## src/rtl/kts_pkg.sv

```systemverilog
// ----------------------------------------------------------------------------
// kts_pkg
// Types and constants shared by the key/tag sorter modules.
// ----------------------------------------------------------------------------
package kts_pkg;

    localparam int KEY_W     = 32;
    localparam int TAG_W     = 16;
    localparam int MAX_ITEMS = 64;

    // One input word.
    typedef struct packed {
        logic signed [KEY_W-1:0] key;
        logic [TAG_W-1:0]        tag;
        logic                    last;
    } item_t;

    // One result word.
    typedef struct packed {
        logic signed [KEY_W-1:0] key_res;
        logic [TAG_W-1:0]        tag_res;
        logic                    last_res;
        logic                    overflow;
    } res_t;

endpackage

```

## src/rtl/key_tag_sorter_top.sv

```systemverilog
// ----------------------------------------------------------------------------
// key_tag_sorter_top
// Loads a set of key/tag pairs and emits them in stable ascending key order.
// ----------------------------------------------------------------------------
// Channel | Handshake              | Word
// item    | item_valid, item_stall | kts_pkg::item_t (key, tag, last)
// res     | res_valid, res_stall   | kts_pkg::res_t (key_res, tag_res, ...)
//
// A set loads one word per cycle into the key/tag memory.
// Each result is found by a selection pass over the memory read port: the
// pass reads every stored entry and keeps the smallest one that follows the
// previous result, then the emit state hands that selection off.
// Reset clears the control state only; the memory needs no clearing.
// A stalled result holds; no item is taken until the whole set is drained.
module key_tag_sorter_top #(
    parameter int MAX_ITEMS = kts_pkg::MAX_ITEMS
) (
    input  logic           clk,
    input  logic           rst_n,
    input  logic           item_valid,
    output logic           item_stall,
    input  kts_pkg::item_t item,
    output logic           res_valid,
    input  logic           res_stall,
    output kts_pkg::res_t  res
);

    localparam int AW = (MAX_ITEMS > 1) ? $clog2(MAX_ITEMS) : 1;
    localparam int CW = $clog2(MAX_ITEMS + 1);
    localparam logic [CW-1:0] FULL = CW'(MAX_ITEMS);

    localparam logic [1:0] ST_LOAD = 2'd0;
    localparam logic [1:0] ST_SCAN = 2'd1;
    localparam logic [1:0] ST_EMIT = 2'd2;

    logic [1:0]    state_reg, state_next;
    logic [CW-1:0] fill_reg, fill_next;
    logic          ovf_reg, ovf_next;
    logic [CW-1:0] scan_reg, scan_next;
    logic          rvld_reg, rvld_next;
    logic [AW-1:0] ridx_reg, ridx_next;
    logic [CW-1:0] emit_reg, emit_next;
    logic          found_reg, found_next;
    logic          have_prev_reg, have_prev_next;
    logic signed [kts_pkg::KEY_W-1:0] best_key_reg, best_key_next;
    logic [kts_pkg::TAG_W-1:0]        best_tag_reg, best_tag_next;
    logic [AW-1:0]                    best_idx_reg, best_idx_next;
    logic signed [kts_pkg::KEY_W-1:0] prev_key_reg, prev_key_next;
    logic [AW-1:0]                    prev_idx_reg, prev_idx_next;

    logic                             wr_en;
    logic signed [kts_pkg::KEY_W-1:0] rd_key;
    logic [kts_pkg::TAG_W-1:0]        rd_tag;
    logic                             accept;
    logic                             after_prev;
    logic                             below_best;

    assign accept     = item_valid && !item_stall;
    assign item_stall = (state_reg != ST_LOAD);
    assign wr_en      = accept && (fill_reg < FULL);

    kts_mem #(
        .DEPTH (MAX_ITEMS),
        .AW    (AW)
    ) u_mem (
        .clk     (clk),
        .wr_en   (wr_en),
        .wr_addr (fill_reg[AW-1:0]),
        .wr_key  (item.key),
        .wr_tag  (item.tag),
        .rd_addr (scan_reg[AW-1:0]),
        .rd_key  (rd_key),
        .rd_tag  (rd_tag)
    );

    // Candidate order is (key, arrival index), which keeps equal keys stable.
    assign after_prev = !have_prev_reg || (rd_key > prev_key_reg) ||
                        ((rd_key == prev_key_reg) && (ridx_reg > prev_idx_reg));
    assign below_best = !found_reg || (rd_key < best_key_reg) ||
                        ((rd_key == best_key_reg) && (ridx_reg < best_idx_reg));

    // Result word comes straight from the held selection.
    assign res_valid    = (state_reg == ST_EMIT);
    assign res.key_res  = best_key_reg;
    assign res.tag_res  = best_tag_reg;
    assign res.last_res = (emit_reg == fill_reg - CW'(1));
    assign res.overflow = ovf_reg;

    // Control sequence: load, then one scan and one emit per result.
    always_comb
    begin
        state_next     = state_reg;
        fill_next      = fill_reg;
        ovf_next       = ovf_reg;
        scan_next      = scan_reg;
        rvld_next      = 1'b0;
        ridx_next      = scan_reg[AW-1:0];
        emit_next      = emit_reg;
        found_next     = found_reg;
        have_prev_next = have_prev_reg;
        best_key_next  = best_key_reg;
        best_tag_next  = best_tag_reg;
        best_idx_next  = best_idx_reg;
        prev_key_next  = prev_key_reg;
        prev_idx_next  = prev_idx_reg;
        case (state_reg)
            ST_LOAD:
            begin
                if (accept)
                begin
                    if (wr_en)
                        fill_next = fill_reg + CW'(1);
                    else
                        ovf_next = 1'b1;
                    if (item.last)
                    begin
                        state_next     = ST_SCAN;
                        scan_next      = '0;
                        found_next     = 1'b0;
                        have_prev_next = 1'b0;
                        emit_next      = '0;
                    end
                end
            end
            ST_SCAN:
            begin
                if (scan_reg < fill_reg)
                begin
                    scan_next = scan_reg + CW'(1);
                    rvld_next = 1'b1;
                end
                if (rvld_reg && after_prev && below_best)
                begin
                    found_next    = 1'b1;
                    best_key_next = rd_key;
                    best_tag_next = rd_tag;
                    best_idx_next = ridx_reg;
                end
                if ((scan_reg == fill_reg) && !rvld_reg)
                    state_next = ST_EMIT;
            end
            ST_EMIT:
            begin
                if (!res_stall)
                begin
                    if (res.last_res)
                    begin
                        state_next = ST_LOAD;
                        fill_next  = '0;
                        ovf_next   = 1'b0;
                    end
                    else
                    begin
                        state_next     = ST_SCAN;
                        scan_next      = '0;
                        found_next     = 1'b0;
                        have_prev_next = 1'b1;
                        prev_key_next  = best_key_reg;
                        prev_idx_next  = best_idx_reg;
                        emit_next      = emit_reg + CW'(1);
                    end
                end
            end
            default:
            begin
                state_next = ST_LOAD;
            end
        endcase
    end

    // Control registers.
    always_ff @(posedge clk or negedge rst_n)
    begin
        if (!rst_n)
        begin
            state_reg     <= ST_LOAD;
            fill_reg      <= '0;
            ovf_reg       <= 1'b0;
            scan_reg      <= '0;
            rvld_reg      <= 1'b0;
            emit_reg      <= '0;
            found_reg     <= 1'b0;
            have_prev_reg <= 1'b0;
        end
        else
        begin
            state_reg     <= state_next;
            fill_reg      <= fill_next;
            ovf_reg       <= ovf_next;
            scan_reg      <= scan_next;
            rvld_reg      <= rvld_next;
            emit_reg      <= emit_next;
            found_reg     <= found_next;
            have_prev_reg <= have_prev_next;
        end
    end

    // Payload registers.
    always_ff @(posedge clk)
    begin
        ridx_reg     <= ridx_next;
        best_key_reg <= best_key_next;
        best_tag_reg <= best_tag_next;
        best_idx_reg <= best_idx_next;
        prev_key_reg <= prev_key_next;
        prev_idx_reg <= prev_idx_next;
    end

endmodule

```

## src/rtl/kts_mem.sv

```systemverilog
// ----------------------------------------------------------------------------
// kts_mem
// Key and tag store: one write port, one read port with registered data.
// ----------------------------------------------------------------------------
module kts_mem #(
    parameter int DEPTH = kts_pkg::MAX_ITEMS,
    parameter int AW    = (DEPTH > 1) ? $clog2(DEPTH) : 1
) (
    input  logic                           clk,
    input  logic                           wr_en,
    input  logic [AW-1:0]                  wr_addr,
    input  logic signed [kts_pkg::KEY_W-1:0] wr_key,
    input  logic [kts_pkg::TAG_W-1:0]      wr_tag,
    input  logic [AW-1:0]                  rd_addr,
    output logic signed [kts_pkg::KEY_W-1:0] rd_key,
    output logic [kts_pkg::TAG_W-1:0]      rd_tag
);

    logic [kts_pkg::KEY_W-1:0] key_mem [DEPTH];
    logic [kts_pkg::TAG_W-1:0] tag_mem [DEPTH];

    // Write port.
    always_ff @(posedge clk)
    begin
        if (wr_en)
        begin
            key_mem[wr_addr] <= wr_key;
            tag_mem[wr_addr] <= wr_tag;
        end
    end

    // Read port with registered read data.
    always_ff @(posedge clk)
    begin
        rd_key <= key_mem[rd_addr];
        rd_tag <= tag_mem[rd_addr];
    end

endmodule

```

## config.mk

```make
export PLATFORM = sky130hd
export DESIGN_NAME = key_tag_sorter_top
export DESIGN_NICKNAME = d
export VERILOG_FILES = /design/src/rtl/kts_pkg.sv /design/src/rtl/key_tag_sorter_top.sv /design/src/rtl/kts_mem.sv
export SDC_FILE = /design/constraint.sdc
export NUM_CORES = 2
export LEC_CHECK = 0
export BUFFER_PORTS_ARGS = -buffer_cell sky130_fd_sc_hd__buf_2
export CAP_MARGIN = 20
export CORE_UTILIZATION = 25
export DETAILED_ROUTE_END_ITERATION = 16
export PLACE_DENSITY_LB_ADDON = 0.2
export SLEW_MARGIN = 40
export SYNTH_ARGS = -nofsm -noshare
export SYNTH_HDL_FRONTEND = slang
export SYNTH_HIERARCHICAL = 1
export SYNTH_SLANG_ARGS = --single-unit
```

## constraint.sdc

```tcl
create_clock -name clk -period 15.7 [get_ports clk]
set_input_delay 2.355 -clock clk [delete_from_list [all_inputs] [get_ports clk]]
set_output_delay 2.355 -clock clk [all_outputs]
set_load 0.05 [all_outputs]
```

==> results.ini <==
[outcome]
status=finished clean

[clock_tree]
cts-root-buf=clkbuf_16
postCtsHoldBufs=0
cts_tree=yes
cts-buffers-inserted=345
cts_setup_buffers=0
clk_pin_slew_ps=60
clockBufferDepth=4
clk_latency_ps=960
cts_resized=0
cts_sinks=3245
htreeDepth=5

[critical_path]
required_ps=13350
end_kind=primary output
arrival_ps=3740
rr_endpoint=u_mem/rd_key[22]
r2r_slack_ps=10690
crit_type=register to primary output
cp-start-kind=register
r2r.worst_path.cells=11
r2r-start=scan_reg[0]
cp_max_fo=13

[yosys]
synth-edff-count=3164
synth_area_per_cell_um2=21.9
ys_ff_latch=3245
synth.distinct_cells=69
yosysWarningCount=6
synth_area_um2=124000
syn-num-nets=5815
synthCells=5676
synth_flop_cell=edfxtp_1
synth_top_area_share_pct=76.5
synth_area_leader_cell=edfxtp_1
synth.area.top_cells=edfxtp_1, mux4_2, mux2i_1, o22ai_1, dfxtp_1
synthArstFlopShare_pct=0.832
yosysSeqAreaShare_pct=77.9

[sta]
setup_ws_ps=9600
fmax_mhz=164
tightest_slew_ps=970
grt_setup_unrepaired=false
finalMaxSlewViolations=0
finalCritPeriodShare_pct=38.8
fin_tns_setup_ps=0
clock-skew-final_ps=60.2
report.final.setup_viol=0
relSlewSlack_pct=35.3
min_period_ps=6100
hold_violations=0

[place]
dp_hpwl_um=231000
place_congestion=0.753
io_buffers=104
place_ws_ps=9730

[worst_hold_path]
hold_depth=0
hp-class=register to register
whs_endpoint=best_tag_reg[15]
min_from=u_mem/rd_tag[15]

[drt]
wl_per_cell_um=30.1
vias=61100
drc_errors=0
firstDrtPassIters=7
viasPerCell=4.69
antenna_left=0
drt_wl_total_um=392000
initialDrtViolationCount=6631

[die]
die_h_um=707
fp.dieW_um=707
core-area_um2=494000
floorplan.initialDensity_pct=25.1
rows=258
ioPinCount=105
dieArea_um2=500000

[final_layout]
reg.largest.list=u_mem/key_mem: 2048 flops, u_mem/tag_mem: 1024 flops
final_nets=6231
largest_register=u_mem/key_mem
fillCellCount=48000
drive_above_1_share_pct=27.9
largest_register_ff_count=2048
final_util_pct=29.6
syn_to_final_growth_pct=17.6

[grt]
grt_pass1_vias=62500
overflow=0
grt_pass1_wl_um=536000
grt_use_total_pct=15.3
antenna_found_initial=52
grt_max_degree=99

[pwr]
peakVddDrop_mv=0.0936
total_power_mw=23.4
cellLeakagePower_nw=44.7
powerDensity_nw_per_um2=161

[flow_run]
maxCapViolations=0

-- layer usage --
metal	track usage [%]	share of wire, %	vias up
met5	0	0.0094	-
met4	2.86	1.8	6
met3	2.26	5.7	447
met2	25.1	48	1891
met1	21.7	45	33800
li1	-	-	24900
-- power breakdown --
group          total [mW]  internal, mW  leakage, nW  switching [mW]
sequential           9.96          9.67         29.2           0.288
combinational        5.35          2.21         10.1            3.14
clock                8.15          4.68         5.43            3.47
-- Yosys cell counts (11+ instances only) --
cell type and instances:
edfxtp_1 3164, mux4_2 695, o22ai_1 201, nor2_1 138
mux2i_1 127, buf_2 105, inv_1 92, clkbuf_1 89
ha_1 86, mux2_2 75, nand2_1 68, buf_4 67
o221ai_1 66, o21ai_0 63, dfxtp_1 54, a21oi_1 53
nand3_1 47, a211oi_1 42, nand4_1 40, o22a_1 38
nor4_1 35, a22oi_1 33, nor3_1 28, buf_6 27
dfrtp_1 27, and2_1 24, nor2b_1 20, nand2b_1 11
-- logic make-up (layout without fill, tap and decap cells) --
kind of cell	Yosys count	in the layout	share of synthesized area, %
xor+xnor	17	17	0.120
fa+ha+maj	86	86	0.866
compound gates	577	577	3.24
buf+inv	398	1094	1.72
other cells	0	8	0
mux	897	897	14.3
simple gates	456	456	1.84
flops	3245	3245	77.9
-- final cells by class --
cell class | instances | area, um2 | area share [%]
Sequential cell | 3245 | 96800 | 66.3
Multi-Input combinational cell | 2033 | 26100 | 17.9
Clock buffer | 467 | 9500 | 6.50
Tap cell | 6630 | 8300 | 5.68
Timing Repair Buffer | 372 | 3370 | 2.31
Clock inverter | 160 | 1590 | 1.09
Inverter | 95 | 364 | 0.249
Antenna cell | 8 | 20.0 | 0.0137
-- worst max path at each step --
stage	cells past startpoint	slack, ps	end	from
final	8	9600	res[1]	fill_reg[1]
after floorplan	9	9380	best_idx_reg[0]	best_key_reg[31]
after global placement	7	9050	u_mem/rd_key[24]	scan_reg[0]
after detailed placement	8	9730	u_mem/tag_mem[24][1]	item_valid
after global routing	8	9430	res[1]	fill_reg[0]
after CTS	8	9490	res[1]	fill_reg[1]
-- stage by stage --
step / std cells / instance area [um2] / hold WS (ps)
final: 13000 / 146000 / 418
after global routing: 13000 / 146000 / 416
after CTS: 13000 / 146000 / 416
after detailed placement: 12400 / 134000 / 402
after global placement: 12300 / 134000 / 399
after floorplan: 5676 / 124000 / 386
-- cell usage in the layout (no fill, tap or decap), types with 18 or more instances in the layout --
cell,instances
mux2i_1,126
buf_12,29
ha_1,86
bufinv_16,26
o22ai_1,201
nor2_4,64
dfrtp_1,21
buf_6,51
buf_4,175
o21ai_0,57
nand3_1,43
nor3_1,22
clkbuf_16,353
edfxtp_1,3164
a211oi_1,39
o22a_1,38
a21oi_1,53
nand4_1,40
inv_1,92
clkinv_1,59
nor4_2,18
buf_2,100
clkbuf_1,89
nand2_1,58
o221ai_1,66
dfxtp_1,54
clkinv_2,52
nor2_1,68
and2_1,22
clkbuf_8,26
mux4_2,695
a22oi_1,33
mux2_2,75
-- worst max-delay path, cell delays in order, from the launching register on --
cell      delay (ps)
dfrtp_1          730
inv_1            190
ha_1             300
nor3b_1          190
or4_1            440
a21oi_1          170
a31oi_1           80
a211oi_2         370
buf_2            340
No activity file was read; power rests on OpenSTA's default activity.
